==> src/rtl/i2cm_pkg.sv <==
package i2cm_pkg;

  localparam int unsigned DelayWidth = 10;
  localparam logic [DelayWidth-1:0] DelayReset = 10'd10;

  // Command codes carried on the request side.
  typedef enum logic [1:0] {
    ACT_TICK       = 2'd0,
    ACT_WRITE_REG  = 2'd1,
    ACT_READ_BYTE  = 2'd2,
    ACT_READ_WORD  = 2'd3
  } action_t;

  // Which byte of the transfer is in flight.
  typedef enum logic [1:0] {
    PH_DEVICE   = 2'd0,
    PH_REGISTER = 2'd1,
    PH_DATA     = 2'd2,
    PH_READ     = 2'd3
  } phase_t;

  // Bus sequencer steps, one-hot.
  typedef enum logic [15:0] {
    ST_IDLE = 16'h0001,
    ST_ST1  = 16'h0002,
    ST_ST2  = 16'h0004,
    ST_TB1  = 16'h0008,
    ST_TB2  = 16'h0010,
    ST_TB3  = 16'h0020,
    ST_TA1  = 16'h0040,
    ST_TA2  = 16'h0080,
    ST_TA3  = 16'h0100,
    ST_TA4  = 16'h0200,
    ST_RB1  = 16'h0400,
    ST_RB2  = 16'h0800,
    ST_AK1  = 16'h1000,
    ST_AK2  = 16'h2000,
    ST_SP1  = 16'h4000,
    ST_SP2  = 16'h8000
  } step_t;

  typedef struct packed {
    action_t    action;
    logic [7:0] device_address;
    logic [7:0] register_address;
    logic [7:0] write_data;
    logic       sda_in;
  } item_t;

  // Packed so that scl_level lands in bit 0, matching the result tdata.
  typedef struct packed {
    logic        nack_seen;
    logic [15:0] read_value;
    logic        done_res;
    logic        busy_res;
    logic        sda_drive_enable;
    logic        sda_level;
    logic        scl_level;
  } result_t;

endpackage

==> src/rtl/i2cm_seq.sv <==
module i2cm_seq
  import i2cm_pkg::*;
(
  input  logic                  clk,
  input  logic                  rst,
  input  logic                  en,
  input  item_t                 item,
  input  logic [DelayWidth-1:0] half_period,
  output result_t               result
);

  step_t                 step, step_next;
  logic [DelayWidth-1:0] delay_count, delay_count_next;
  logic [2:0]            bit_count, bit_count_next;
  logic [7:0]            shift_byte, shift_byte_next;
  action_t               cmd, cmd_next;
  logic [7:0]            dev, dev_next;
  logic [7:0]            reg_addr, reg_addr_next;
  logic [7:0]            data, data_next;
  logic                  second_read, second_read_next;
  logic [15:0]           result_word, result_word_next;
  logic                  nack, nack_next;
  phase_t                phase, phase_next;
  logic                  scl, scl_next;
  logic                  sda, sda_next;
  logic                  drv, drv_next;

  always_comb begin
    logic [DelayWidth-1:0] len;
    logic [DelayWidth-1:0] cnt;
    logic                  do_start;
    logic                  do_stop;
    logic                  do_send;
    logic [7:0]            send_val;
    logic                  done;

    step_next        = step;
    delay_count_next = delay_count;
    bit_count_next   = bit_count;
    shift_byte_next  = shift_byte;
    cmd_next         = cmd;
    dev_next         = dev;
    reg_addr_next    = reg_addr;
    data_next        = data;
    second_read_next = second_read;
    result_word_next = result_word;
    nack_next        = nack;
    phase_next       = phase;
    scl_next         = scl;
    sda_next         = sda;
    drv_next         = drv;
    do_start         = 1'b0;
    do_stop          = 1'b0;
    do_send          = 1'b0;
    send_val         = 8'd0;
    done             = 1'b0;
    len              = (half_period == '0) ? DelayWidth'(1) : half_period;
    cnt              = delay_count + DelayWidth'(1);

    if (step == ST_IDLE) begin
      if (item.action != ACT_TICK) begin
        cmd_next         = item.action;
        dev_next         = item.device_address;
        reg_addr_next    = item.register_address;
        data_next        = item.write_data;
        nack_next        = 1'b0;
        second_read_next = 1'b0;
        phase_next       = PH_DEVICE;
        delay_count_next = '0;
        do_start         = 1'b1;
      end
    end else if (cnt >= len) begin
      delay_count_next = '0;
      case (step)
        ST_ST1: begin
          sda_next  = 1'b0;
          step_next = ST_ST2;
        end
        ST_ST2: begin
          scl_next = 1'b0;
          do_send  = 1'b1;
          send_val = (phase == PH_READ) ? 8'(dev + 8'd1) : dev;
        end
        ST_TB1: begin
          scl_next  = 1'b1;
          step_next = ST_TB2;
        end
        ST_TB2: begin
          scl_next  = 1'b0;
          step_next = ST_TB3;
        end
        ST_TB3: begin
          if (bit_count == 3'd7) begin
            step_next = ST_TA1;
          end else begin
            bit_count_next  = bit_count + 3'd1;
            shift_byte_next = {shift_byte[6:0], 1'b0};
            sda_next        = shift_byte[6];
            step_next       = ST_TB1;
          end
        end
        ST_TA1: begin
          sda_next  = 1'b1;
          step_next = ST_TA2;
        end
        ST_TA2: begin
          scl_next  = 1'b1;
          step_next = ST_TA3;
        end
        ST_TA3: begin
          drv_next = 1'b0;
          if (item.sda_in) begin
            nack_next = 1'b1;
          end
          scl_next  = 1'b0;
          step_next = ST_TA4;
        end
        ST_TA4: begin
          case (phase)
            PH_DEVICE: begin
              phase_next = PH_REGISTER;
              do_send    = 1'b1;
              send_val   = reg_addr;
            end
            PH_REGISTER: begin
              if (cmd == ACT_WRITE_REG) begin
                phase_next = PH_DATA;
                do_send    = 1'b1;
                send_val   = data;
              end else begin
                phase_next = PH_READ;
                do_start   = 1'b1;
              end
            end
            PH_DATA: begin
              do_stop = 1'b1;
            end
            default: begin
              // Turn the bus around for the eight data bits.
              scl_next        = 1'b1;
              sda_next        = 1'b1;
              drv_next        = 1'b0;
              bit_count_next  = 3'd0;
              shift_byte_next = 8'd0;
              step_next       = ST_RB1;
            end
          endcase
        end
        ST_RB1: begin
          shift_byte_next = {shift_byte[6:0], item.sda_in};
          scl_next        = 1'b0;
          step_next       = ST_RB2;
        end
        ST_RB2: begin
          if (bit_count == 3'd7) begin
            if (cmd == ACT_READ_WORD && !second_read) begin
              result_word_next = {shift_byte, 8'd0};
            end else if (cmd == ACT_READ_WORD) begin
              result_word_next = {result_word[15:8], shift_byte};
            end else begin
              result_word_next = {8'd0, shift_byte};
            end
            scl_next  = 1'b1;
            sda_next  = 1'b1;
            drv_next  = 1'b1;
            step_next = ST_AK1;
          end else begin
            bit_count_next = bit_count + 3'd1;
            scl_next       = 1'b1;
            step_next      = ST_RB1;
          end
        end
        ST_AK1: begin
          scl_next  = 1'b0;
          step_next = ST_AK2;
        end
        ST_AK2: begin
          do_stop = 1'b1;
        end
        ST_SP1: begin
          sda_next  = 1'b1;
          step_next = ST_SP2;
        end
        ST_SP2: begin
          if (cmd == ACT_READ_WORD && !second_read) begin
            second_read_next = 1'b1;
            reg_addr_next    = reg_addr + 8'd1;
            phase_next       = PH_DEVICE;
            do_start         = 1'b1;
          end else begin
            step_next = ST_IDLE;
            done      = 1'b1;
          end
        end
        default: begin
          step_next = ST_IDLE;
        end
      endcase
    end else begin
      delay_count_next = cnt;
    end

    if (do_start) begin
      scl_next  = 1'b1;
      sda_next  = 1'b1;
      drv_next  = 1'b1;
      step_next = ST_ST1;
    end
    if (do_stop) begin
      scl_next  = 1'b1;
      sda_next  = 1'b0;
      drv_next  = 1'b1;
      step_next = ST_SP1;
    end
    if (do_send) begin
      shift_byte_next = send_val;
      bit_count_next  = 3'd0;
      drv_next        = 1'b1;
      sda_next        = send_val[7];
      step_next       = ST_TB1;
    end

    result.scl_level        = scl_next;
    result.sda_level        = sda_next;
    result.sda_drive_enable = drv_next;
    result.busy_res         = (step_next != ST_IDLE);
    result.done_res         = done;
    result.read_value       = result_word_next;
    result.nack_seen        = nack_next;
  end

  always_ff @(posedge clk) begin
    if (rst) begin
      step        <= ST_IDLE;
      delay_count <= '0;
      bit_count   <= 3'd0;
      shift_byte  <= 8'd0;
      cmd         <= ACT_TICK;
      dev         <= 8'd0;
      reg_addr    <= 8'd0;
      data        <= 8'd0;
      second_read <= 1'b0;
      result_word <= 16'd0;
      nack        <= 1'b0;
      phase       <= PH_DEVICE;
      scl         <= 1'b1;
      sda         <= 1'b1;
      drv         <= 1'b0;
    end else if (en) begin
      step        <= step_next;
      delay_count <= delay_count_next;
      bit_count   <= bit_count_next;
      shift_byte  <= shift_byte_next;
      cmd         <= cmd_next;
      dev         <= dev_next;
      reg_addr    <= reg_addr_next;
      data        <= data_next;
      second_read <= second_read_next;
      result_word <= result_word_next;
      nack        <= nack_next;
      phase       <= phase_next;
      scl         <= scl_next;
      sda         <= sda_next;
      drv         <= drv_next;
    end
  end

endmodule

==> src/rtl/i2c_master_register_access.sv <==
// Channel   Direction  Signals                        Contents
// s_axis    request    tvalid/tready/tuser/tdata      one command or tick per request
// m_axis    result     tvalid/tready/tdata            pin levels and status per request
// cfg       write      cfg_we/cfg_wdata               half_period_ticks
//
// Every request produces exactly one result, and a new request is taken in every
// cycle unless the result side stalls: the sequencer's next state is one short step
// of logic between the input register and the result register.
// Reset is synchronous and active high; it returns the bus to SCL high with SDA
// released and loads half_period_ticks with ten.
// A stalled result holds in the result register while the input register keeps
// its request; s_axis_tready falls only when both are full.
module i2c_master_register_access
  import i2cm_pkg::*;
(
  input  logic                  clk,
  input  logic                  rst,
  // Request side.
  input  logic                  s_axis_tvalid,
  output logic                  s_axis_tready,
  input  logic [1:0]            s_axis_tuser,  // [1:0] action
  input  logic [31:0]           s_axis_tdata,  // [7:0] device_address,
                                               // [15:8] register_address,
                                               // [23:16] write_data, [24] sda_in
  // Result side.
  output logic                  m_axis_tvalid,
  input  logic                  m_axis_tready,
  output logic [23:0]           m_axis_tdata,  // [0] scl_level, [1] sda_level,
                                               // [2] sda_drive_enable,
                                               // [3] busy_res, [4] done_res,
                                               // [20:5] read_value, [21] nack_seen
  // Configuration.
  input  logic                  cfg_we,
  input  logic [DelayWidth-1:0] cfg_wdata
);

  logic [DelayWidth-1:0] half_period;
  logic                  in_valid;
  item_t                 in_item;
  logic                  advance;
  result_t               seq_result;
  logic                  out_valid;
  result_t               out_result;

  // The sequencer steps whenever a request is held and the result slot is free or is being read out.
  assign advance       = in_valid && (!out_valid || m_axis_tready);
  assign s_axis_tready = !in_valid || advance;

  always_ff @(posedge clk) begin
    if (rst) begin
      half_period <= DelayReset;
    end else if (cfg_we) begin
      half_period <= cfg_wdata;
    end
  end

  // Input register.
  always_ff @(posedge clk) begin
    if (rst) begin
      in_valid <= 1'b0;
    end else if (s_axis_tready) begin
      in_valid <= s_axis_tvalid;
    end
  end

  always_ff @(posedge clk) begin
    if (s_axis_tvalid && s_axis_tready) begin
      in_item.action           <= action_t'(s_axis_tuser);
      in_item.device_address   <= s_axis_tdata[7:0];
      in_item.register_address <= s_axis_tdata[15:8];
      in_item.write_data       <= s_axis_tdata[23:16];
      in_item.sda_in           <= s_axis_tdata[24];
    end
  end

  i2cm_seq u_seq (
    .clk         (clk),
    .rst         (rst),
    .en          (advance),
    .item        (in_item),
    .half_period (half_period),
    .result      (seq_result)
  );

  // Result register.
  always_ff @(posedge clk) begin
    if (rst) begin
      out_valid <= 1'b0;
    end else if (advance) begin
      out_valid <= 1'b1;
    end else if (m_axis_tready) begin
      out_valid <= 1'b0;
    end
  end

  always_ff @(posedge clk) begin
    if (advance) begin
      out_result <= seq_result;
    end
  end

  assign m_axis_tvalid = out_valid;
  assign m_axis_tdata  = {2'b00, out_result};

endmodule

==> config.mk <==
export PLATFORM = sky130hd
export DESIGN_NAME = i2c_master_register_access
export DESIGN_NICKNAME = d
export VERILOG_FILES = /design/src/rtl/i2cm_pkg.sv /design/src/rtl/i2cm_seq.sv /design/src/rtl/i2c_master_register_access.sv
export SDC_FILE = /design/constraint.sdc
export NUM_CORES = 1
export LEC_CHECK = 0
export ABC_AREA = 1
export BUFFER_PORTS_ARGS = -buffer_cell sky130_fd_sc_hd__clkbuf_2
export CAP_MARGIN = 20
export CORE_UTILIZATION = 45
export DETAILED_ROUTE_END_ITERATION = 7
export GPL_ROUTABILITY_DRIVEN = 0
export GPL_TIMING_DRIVEN = 0
export PLACE_DENSITY = 0.62
export SETUP_SLACK_MARGIN = 0.4
export SLEW_MARGIN = 20
export SYNTH_ARGS = -nofsm -noshare
export SYNTH_HDL_FRONTEND = slang
export SYNTH_HIERARCHICAL = 1
export SYNTH_SLANG_ARGS = --single-unit
==> constraint.sdc <==
create_clock -name clk -period 3.3 [get_ports clk]
set_input_delay 0.66 -clock clk [delete_from_list [all_inputs] [get_ports clk]]
set_output_delay 0.66 -clock clk [all_outputs]
set_load 0.02 [all_outputs]
==> impl_metrics.csv, run 1 <==
group,metric,value,unit
outcome,status,"finished, final reports clean",
yosys,ys_ff_latch,147,
yosys,synth_area,7580,µm²
yosys,yosysWarnings,6,
critical_path,rrSetupSlack,90,ps
grt,antenna_found_initial,0,
die,die_h,132,µm
grt,grt_max_degree,28,
timing,worst_pin_slew,994,ps
detailed_routing,postRouteAntennaNets,0,
timing,relSlewSlack,0.336,
placed_design,hpwl,13.7,mm
clock_network,clk_pin_slew_worst_paths,60,ps
yosys,synth_cell_types,49,
yosys,synthAdderAreaFrac,0.0247,
detailed_routing,drt_iter0_drc,433,
detailed_routing,wl_per_cell,15.2,µm
critical_path,cp.required,3470,ps
layout,fin_nets,1156,
yosys,avgSynthCellArea,7.91,µm²
timing,fin_skew,7.00,ps
critical_path,crit_end,"m_axis_tdata[3]",
timing,drv_slew,0,
die,coreArea,16500,µm²
hold_path,hold_class,"input port to register",
clock_network,cts_buffers,17,
yosys,synth_cells,959,
layout,diodes,0,
yosys,ys_seq_area_frac,0.453,
critical_path,rr_worst_depth,17,
critical_path,cp_max_fo,7,
clock_network,cts_tree,"built",
clock_network,root_buffer,"clkbuf_16",
timing,min_period,3210,ps
timing,rsz0062_at_grt,"yes",
die,initial_core_util,0.459,
clock_network,cts_buffer_depth,2,
yosys,synth_simple_gate_area_share,0.250,
layout,drive_gt1_frac,0.281,
yosys,synthMuxAreaShare,0,
die,num_rows,47,
detailed_routing,avgViaCountPerCell,5.22,
timing,setup_tns,0,ps
placed_design,io_buffers,65,
die,io_pins,75,
detailed_routing,vias,6910,
timing,setup_viol,0,
yosys,synth_top_family_by_area,"simple AND/OR/NAND/NOR gates",
die,dieArea,17400,µm²
pwr,power.density,456,nW/µm²
yosys,synthFlopType,"dfxtp_1",
timing,hold_violations,0,
critical_path,cp-end-kind,"register",
detailed_routing,wl,20.2,mm
critical_path,crit_arrival,3380,ps
detailed_routing,drcViolationCount,0,
critical_path,r2r-end,"m_axis_tdata[3]",
clock_network,clock_latency,420,ps
pwr,ir_drop,408,µV
placed_design,placed_cell_area,8200,µm²
yosys,synth_xor_area_frac,0.0127,
grt,grt_pass1_wl,30.9,mm
clock_network,cts_sinks,147,
grt,globalRouteOverflowTotal,0,
timing,max_freq,312,MHz
layout,stdcell_area,9680,µm²
yosys,synth_edf_count,49,
critical_path,rr_startpoint,"u_seq/delay_count[1]",
critical_path,startpoint_type,"register",
yosys,ys_async_sr_fraction,0,
run,max_cap_violations,0,
grt,first_global_vias,6226,
die,die-width,132,µm
critical_path,worstSetupStartpoint,"u_seq/delay_count[1]",
critical_path,crit_type,"register to register",
yosys,synth_compound_area_frac,0.164,
pwr,leakagePower,4.22,nW
timing,fin_crit_sh,0.972,
detailed_routing,dr.pass1.iters,5,
layout,areaGrowthSynthToFinish,27.6,%
clock_network,htree_num_levels,4,
grt,grt.total_usage,0.226,
==> area by class of cell <==
| type | instances | area, µm² |
|---|---|---|
| multi-input cells | 646 | 3870 |
| well taps | 220 | 275 |
| clock buffers | 22 | 465 |
| clock inverters | 10 | 98.8 |
| plain buffers | 41 | 268 |
| flip-flops and latches | 147 | 3440 |
| inverters | 127 | 490 |
| fillers | 1490 | 6840 |
| repair buffers | 112 | 773 |
==> through the flow <==
| step | utilization | setup WS (ps) | std cells | hold WS, ps | power [W] |
|---|---|---|---|---|---|
| 2_1_floorplan | - | 463 | 960 | 425 | 0.00238 |
| 3_3_place_gp | 0.496 | -175 | 1245 | 443 | 0.00251 |
| 3_5_place_dp | 0.496 | -144 | 1245 | 450 | 0.00252 |
| 4_1_cts | 0.548 | 304 | 1295 | 392 | 0.00440 |
| 5_1_grt | 0.586 | -57.7 | 1325 | 395 | 0.00457 |
| 6_report | 0.586 | 93.7 | 1325 | 407 | 0.00441 |
==> registers in the layout, summed over array words and instances (netlist names), 2 cells and up <==
name,count
half_period,10
in_item,27
m_axis_tdata,22
u_seq/bit_count,3
u_seq/cmd,2
u_seq/data,8
u_seq/delay_count,10
u_seq/dev,8
u_seq/phase,2
u_seq/reg_addr,8
u_seq/result_word,16
u_seq/shift_byte,8
u_seq/step,16
==> report_power, final <==
group          total [W]  internal [W]  switching (W)
logic           0.000545      0.000191       0.000353
registers        0.00201       0.00196      0.0000495
clock network    0.00186       0.00109       0.000770
total            0.00441       0.00324        0.00117
==> metal layers <==
| metal | track usage | vias to the layer above | routed length [µm] |
|---|---|---|---|
| met2 | 0.374 | 240 | 9370 |
| li1 | - | 3452 | - |
| met4 | 0.103 | 0 | 485 |
| met3 | 0.0369 | 42 | 1130 |
| met1 | 0.290 | 3176 | 9170 |
| met5 | 0 | - | 0 |
==> synthesized netlist by cell type, drive strengths merged, types with 2 or more instances <==
master | number | share of area
a21oi | 74 | 0.049
a22oi | 8 | 0.0079
a31oi | 5 | 0.0041
and3 | 3 | 0.0025
buf | 24 | 0.023
clkbuf | 17 | 0.0084
clkinv | 2 | 0.00099
dfxtp | 98 | 0.26
edfxtp | 49 | 0.19
ha | 15 | 0.025
inv | 125 | 0.063
nand2 | 157 | 0.086
nand3 | 73 | 0.050
nand3b | 8 | 0.0079
nand4 | 12 | 0.0099
nor2 | 134 | 0.084
nor3 | 7 | 0.0059
nor4 | 2 | 0.0016
o211ai | 4 | 0.0040
o21a | 2 | 0.0030
o21ai | 110 | 0.080
o22ai | 7 | 0.0074
o31ai | 2 | 0.0020
or2 | 3 | 0.0025
xnor2 | 3 | 0.0035
xor2 | 8 | 0.0092
==> cells by family (layout without fill, tap and decap cells) <==
group,after synthesis,count (layout)
simple gates,399,399
compound gates,218,219
buf+inv,168,312
flops,147,147
fa+ha+maj,15,15
xor+xnor,11,11
other cells,1,2
==> worst max-delay path: stages, from the launching register on <==
cell,delay (ps)
dfxtp_2,370
nand2_2,90
nor2_4,130
nand4_1,120
nand3b_1,240
xnor2_2,170
ha_1,340
a21o_1,180
nor2_2,140
nand3_4,160
nand2_8,140
clkinvlp_4,200
nand2_1,130
nand3_1,80
nand2_2,80
nand3b_1,120
nor2_1,130
nand3_1,100
==> placed cells by master, fill, tap and decap left out, types with 14 or more instances in the layout <==
cell	n
a21oi_1	66
buf_4	33
buf_6	27
clkbuf_1	21
clkbuf_16	18
clkbuf_2	65
dfxtp_1	93
edfxtp_1	49
ha_1	14
inv_1	111
nand2_1	126
nand2_2	24
nand3_1	61
nor2_1	102
nor2_4	17
o21ai_0	48
o21ai_1	32
o21ai_2	21
==> how the worst min path moves through the flow <==
stage                     startpoint        endpoint  slack (ps)  cells past startpoint
floorplan              u_seq/data[4]   u_seq/data[4]         430                      2
global placement      half_period[1]  half_period[1]         440                      2
detailed placement    half_period[1]  half_period[1]         450                      2
CTS                 s_axis_tdata[12]     in_item[13]         390                      1
global route         s_axis_tdata[8]      in_item[9]         390                      1
finish              s_axis_tdata[12]     in_item[13]         410                      1
==> timing repair <==
item,4_1_cts,5_1_grt
gates cloned,1,2
buffers inserted,17,28
resized for setup,50,99
endpoints found under the setup margin,31,71
pin swaps,19,19
hold buffers,0,0
No activity file was read; power rests on OpenSTA's default activity.
==> run 2, diff against run 1 <==
CELL_PAD_IN_SITES_DETAIL_PLACEMENT = 1   (was not set)
CELL_PAD_IN_SITES_GLOBAL_PLACEMENT = 1   (was not set)
CORE_UTILIZATION = 44   (was 45)
PLACE_DENSITY = 0.79   (was 0.62)
==> impl_metrics.csv, run 2 (synthesis results as in run 1) <==
group,metric,value,unit
detailed_routing,drcViolationCount,0,
pwr,power.density,480,nW/µm²
clock_network,cts_buffers,17,
pwr,power_switching,0.00123,W
layout,largest_reg_flops,27,
critical_path,rrSetupSlack,160,ps
detailed_routing,wl_per_cell,17.9,µm
critical_path,cp.required,3470,ps
clock_network,cts_tree,"built",
timing,hold_violations,0,
critical_path,cp-end-kind,"register",
timing,holdWs,400,ps
layout,drive_gt1_frac,0.254,
pwr,leakagePower,4.10,nW
clock_network,htree_num_levels,4,
critical_path,crit_type,"register to register",
placed_design,dp.cells,1245,
hold_path,hold_class,"input port to register",
timing,setup_viol,0,
critical_path,rr_worst_depth,16,
grt,grt_max_degree,28,
detailed_routing,dr.pass1.iters,5,
layout,final_common_cell,"nand2_1",
layout,seqCellArea,3450,µm²
grt,first_global_vias,7197,
layout,final_cell_mix,"130 x nand2_1, 110 x inv_1, 105 x nor2_1",
layout,diodes,0,
run,max_cap_violations,0,
detailed_routing,wl,23.4,mm
placed_design,hpwl,16.3,mm
die,coreArea,16700,µm²
detailed_routing,avgViaCountPerCell,5.43,
critical_path,cp.buffers_inverters,1,
detailed_routing,drt_iter0_drc,410,
timing,fin_crit_sh,0.950,
grt,antenna_found_initial,0,
pwr,p_total,0.00446,W
timing,max_freq,319,MHz
timing,rsz0062_at_grt,"yes",
timing,relSlewSlack,0.334,
outcome,status,"finished, final reports clean",
layout,multi_input_area,3670,µm²
grt,globalRouteOverflowTotal,0,
critical_path,crit_slowest_cell,"dfxtp_4",
pwr,switching_share,0.277,
detailed_routing,vias,7101,
layout,fin_nets,1138,
layout,final_util,0.556,
detailed_routing,postRouteAntennaNets,0,
clock_network,cts_buffer_depth,2,
layout,fillers,2085,
die,die_h,133,µm
critical_path,r2r-end,"m_axis_tdata[3]",
pwr,combPwrFrac,0.120,
die,initial_core_util,0.454,
critical_path,startpoint_type,"register",
critical_path,crit_path_cell_trace,"nand2_1 > nor2_4 > nand4_1 > nand3b_1 > xnor2_2 > ha_1 > a21o_1 > nor2_2 > nand3_4 > nand2_4 > buf_6 > nor2_1 > a21oi_1 > nand4_1 > nor2_1 > nand3_1",
timing,min_period,3140,ps
critical_path,rr_startpoint,"u_seq/delay_count[4]",
critical_path,cp_top_family,"simple AND/OR/NAND/NOR gates",
timing,drv_slew,0,
pwr,p_clk_frac,0.430,
grt,grt_pass1_wl,36.4,mm
die,num_rows,47,
hold_path,hp-start,"s_axis_tdata[15]",
pwr,ir_drop,370,µV
hold_path,worstHoldPathCells,1,
timing,worst_pin_slew,992,ps
layout,areaGrowthSynthToFinish,22.5,%
die,die-width,133,µm
clock_network,cts_sinks,147,
timing,setup_tns,0,ps
hold_path,min_delay_worst_endpoint,"in_item[16]",
die,dieArea,17800,µm²
clock_network,postCtsHoldBufs,0,
layout,fin_cells,1307,
die,io_pins,75,
pwr,p_seq_frac,0.451,
critical_path,crit_arrival,3310,ps
clock_network,root_buffer,"clkbuf_16",
critical_path,cp_max_fo,10,
clock_network,clock_latency,430,ps
pwr,intPower,0.00323,W
placed_design,io_buffers,65,
layout,regMostFlops,"in_item",
timing,fin_skew,9.70,ps
clock_network,clk_pin_slew_worst_paths,70,ps
grt,grt.total_usage,0.265,
critical_path,slowest_delay,370,ps
## run 2: changes by cell type in the layout (fill, tap and decap cells not counted), moves of 4 or more
cell	delta
buf_6	-16
nand2_1	+4
nand2_2	-5
nand3_1	+5
nor2_4	-5
o21ai_1	+7
o21ai_4	-8
## run 2: power groups by stage
stage	Combinational, W	Clock, W	Sequential [W]
2_1_floorplan	0.000325	0	0.00205
3_3_place_gp	0.000470	0	0.00205
3_5_place_dp	0.000490	0	0.00205
4_1_cts	0.000513	0.00193	0.00201
5_1_grt	0.000583	0.00201	0.00202
6_report	0.000534	0.00192	0.00201
## run 2: through the flow
stage | setup slack (ps) | instance area (µm²)
after floorplan | 463 | 7590
after global placement | -232 | 8190
after detailed placement | -307 | 8200
after CTS | 257 | 9040
after global routing | 46.1 | 9290
final | 164 | 9290
## run 2: worst max-delay path by stage
stage	from	slack, ps	cells past startpoint	endpoint
2_1_floorplan	u_seq/delay_count[2]	460	16	m_axis_tdata[3]
3_3_place_gp	u_seq/delay_count[0]	-230	18	m_axis_tdata[3]
3_5_place_dp	u_seq/delay_count[0]	-310	18	m_axis_tdata[3]
4_1_cts	u_seq/delay_count[1]	260	16	m_axis_tdata[3]
5_1_grt	u_seq/delay_count[4]	50	15	m_axis_tdata[3]
6_report	u_seq/delay_count[4]	160	16	m_axis_tdata[3]
## run 2: layout make-up
type,instances,share of cell area
multi-input combinational,645,0.395
sequential,147,0.371
timing repair buffer,95,0.0605
inverter,127,0.0528
clock buffer,20,0.0492
tap,220,0.0296
buffer,41,0.0287
clock inverter,12,0.0131
## run 2: what timing repair did
action / in CTS / in global routing
setup buffers: 15 / 14
setup endpoints to repair: 77 / 60
cloned: 1 / 0
pin swaps: 14 / 25
resized for setup: 43 / 49
## run 2: per-layer routing
layer,global-route usage,share of wire,vias to the layer above
li1,-,-,3422
met1,0.319,0.44,3463
met2,0.468,0.50,166
met3,0.0438,0.034,50
met4,0.108,0.027,0
met5,0,0,-
## run 2: worst reg2reg max path, cell delays in order, from the launching register on
cell and delay, ps:
dfxtp_4 370, nand2_1 90, nor2_4 90, nand4_1 120, nand3b_1 250, xnor2_2 190, ha_1 330, a21o_1 170
nor2_2 140, nand3_4 140, nand2_4 180, buf_6 180, nor2_1 50, a21oi_1 170, nand4_1 140, nor2_1 170
nand3_1 90
==> run 3, diff against run 2 <==
BUFFER_PORTS_ARGS = not set   (was -buffer_cell sky130_fd_sc_hd__clkbuf_2)
CORE_UTILIZATION = 45   (was 44)
DONT_BUFFER_PORTS = 1   (was not set)
PLACE_DENSITY = 0.75   (was 0.79)
SLEW_MARGIN = not set   (was 20)
==> impl_metrics.csv, run 3 (synthesis results as in run 1) <==
group,metric,value,unit
clock_network,root_buffer,"clkbuf_16",
detailed_routing,vias,6962,
layout,largest_reg_flops,27,
detailed_routing,drt_iter0_drc,358,
placed_design,post-place-ws,-264,ps
clock_network,cts_buffer_depth,2,
die,num_rows,47,
timing,worst_pin_slew,846,ps
critical_path,crit_type,"register to register",
run,max_cap_violations,0,
placed_design,dp.cells,1181,
timing,hold_violations,0,
critical_path,startpoint_type,"register",
layout,fin_cells,1249,
grt,grt_pass1_wl,35.3,mm
layout,stdcell_area,9390,µm²
timing,fin_crit_sh,1.00,
grt,antenna_found_initial,0,
clock_network,cts_buffers,17,
timing,setup_viol,1,
timing,holdWs,297,ps
clock_network,cts_sinks,147,
layout,regMostFlops,"in_item",
clock_network,htree_num_levels,4,
pwr,leakagePower,3.94,nW
detailed_routing,wl_per_cell,19.4,µm
outcome,violations,"negative setup slack",
layout,drive_gt1_frac,0.243,
placed_design,hpwl,15.8,mm
detailed_routing,postRouteAntennaNets,0,
die,die-width,132,µm
grt,globalRouteOverflowTotal,0,
critical_path,crit_path_cell_trace,"nand2_4 > nor2_4 > nand4_1 > nand3b_1 > xnor2_2 > ha_1 > a21o_1 > nor2_2 > nand3_4 > buf_6 > buf_8 > o211ai_1 > nand4_1 > nor2_2 > nand3_1",
outcome,status,"finished with violations",
timing,min_period,3310,ps
placed_design,placed_cell_area,7880,µm²
die,coreArea,16500,µm²
critical_path,cp_max_fo,5,
layout,diodes,0,
placed_design,io_buffers,0,
layout,fillers,1947,
timing,fin_skew,11.6,ps
critical_path,slowest_delay,380,ps
critical_path,crit_slowest_cell,"dfxtp_4",
timing,max_freq,302,MHz
clock_network,clock_latency,430,ps
grt,grt.total_usage,0.261,
timing,drv_slew,0,
layout,fin_nets,1080,
detailed_routing,dr.pass1.iters,4,
hold_path,hold_class,"input port to register",
die,die_h,132,µm
clock_network,cts_tree,"built",
detailed_routing,drcViolationCount,0,
pwr,ir_drop,407,µV
layout,areaGrowthSynthToFinish,23.9,%
die,dieArea,17400,µm²
timing,rsz0062_at_grt,"yes",
pwr,p_total,0.00437,W
grt,first_global_vias,6733,
layout,final_cell_mix,"126 x nand2_1, 111 x inv_1, 103 x nor2_1",
timing,setup_ws,-13.7,ps
clock_network,clk_pin_slew_worst_paths,60,ps
die,initial_core_util,0.459,
critical_path,cp.buffers_inverters,2,
critical_path,cp_top_family,"simple AND/OR/NAND/NOR gates",
detailed_routing,wl,24.3,mm
critical_path,cp.required,3460,ps
pwr,power.density,466,nW/µm²
detailed_routing,avgViaCountPerCell,5.57,
critical_path,cp-end-kind,"register",
grt,grt_max_degree,28,
critical_path,crit_arrival,3470,ps
clock_network,postCtsHoldBufs,0,
layout,final_common_cell,"nand2_1",
timing,relSlewSlack,0.436,
die,io_pins,75,
## run 3: cell count changes in the layout (fill, tap and decap cells not counted), moves of 7 or more
cell      previous run  this run
clkbuf_2            65         0
nand3_1             66        56
buf_4               36        27
o21ai_1             39        30
o21ai_4              1         9
buf_6               11        18
nand3_4              2         9
o21ai_2             19        26
## run 3: metrics by stage
step | utilization | setup TNS (ps)
finish | 0.568 | -13.7
floorplan | - | 0
global placement | 0.476 | -505
detailed placement | 0.477 | -528
global route | 0.568 | -244
CTS | 0.525 | 0
## run 3: timing repair
action / CTS / global route
setup endpoints to repair: 80 / 68
pin swaps: 15 / 33
cloned: 1 / 1
gates resized for setup: 39 / 124
buffers inserted: 14 / 19
## run 3: routing by layer
layer	track usage	share of wire	vias up
li1	-	-	3312
met1	0.332	0.43	3399
met2	0.451	0.51	194
met3	0.0434	0.036	57
met4	0.0833	0.028	0
met5	0	0	-
## run 3: where the power goes
| group | internal [W] | total (W) | switching [W] | leakage, nW |
|---|---|---|---|---|
| registers | 0.00196 | 0.00203 | 0.0000728 | 1.28 |
| clock network | 0.00103 | 0.00182 | 0.000789 | 0.268 |
| logic | 0.000172 | 0.000517 | 0.000345 | 2.40 |
| total | 0.00317 | 0.00437 | 0.00121 | 3.94 |
## run 3: layout make-up
cell class                      instances  area (µm²)  area share
Tap cell                              220         275      0.0293
Multi-Input combinational cell        645        3960       0.422
Clock inverter                         13         109      0.0116
Buffer                                 41         278      0.0296
Sequential cell                       147        3440       0.367
Clock buffer                           19         433      0.0461
Inverter                              127         493      0.0525
Timing Repair Buffer                   37         399      0.0425
## run 3: final timing paths
check / start / to / slack, ps / cells after the start
hold reg to reg: half_period[1] / half_period[1] / 460 / 2
hold / removal: rst / in_valid / 300 / 1
setup reg to reg: u_seq/delay_count[1] / m_axis_tdata[3] / -10 / 15
setup / recovery: u_seq/delay_count[1] / m_axis_tdata[3] / -10 / 15
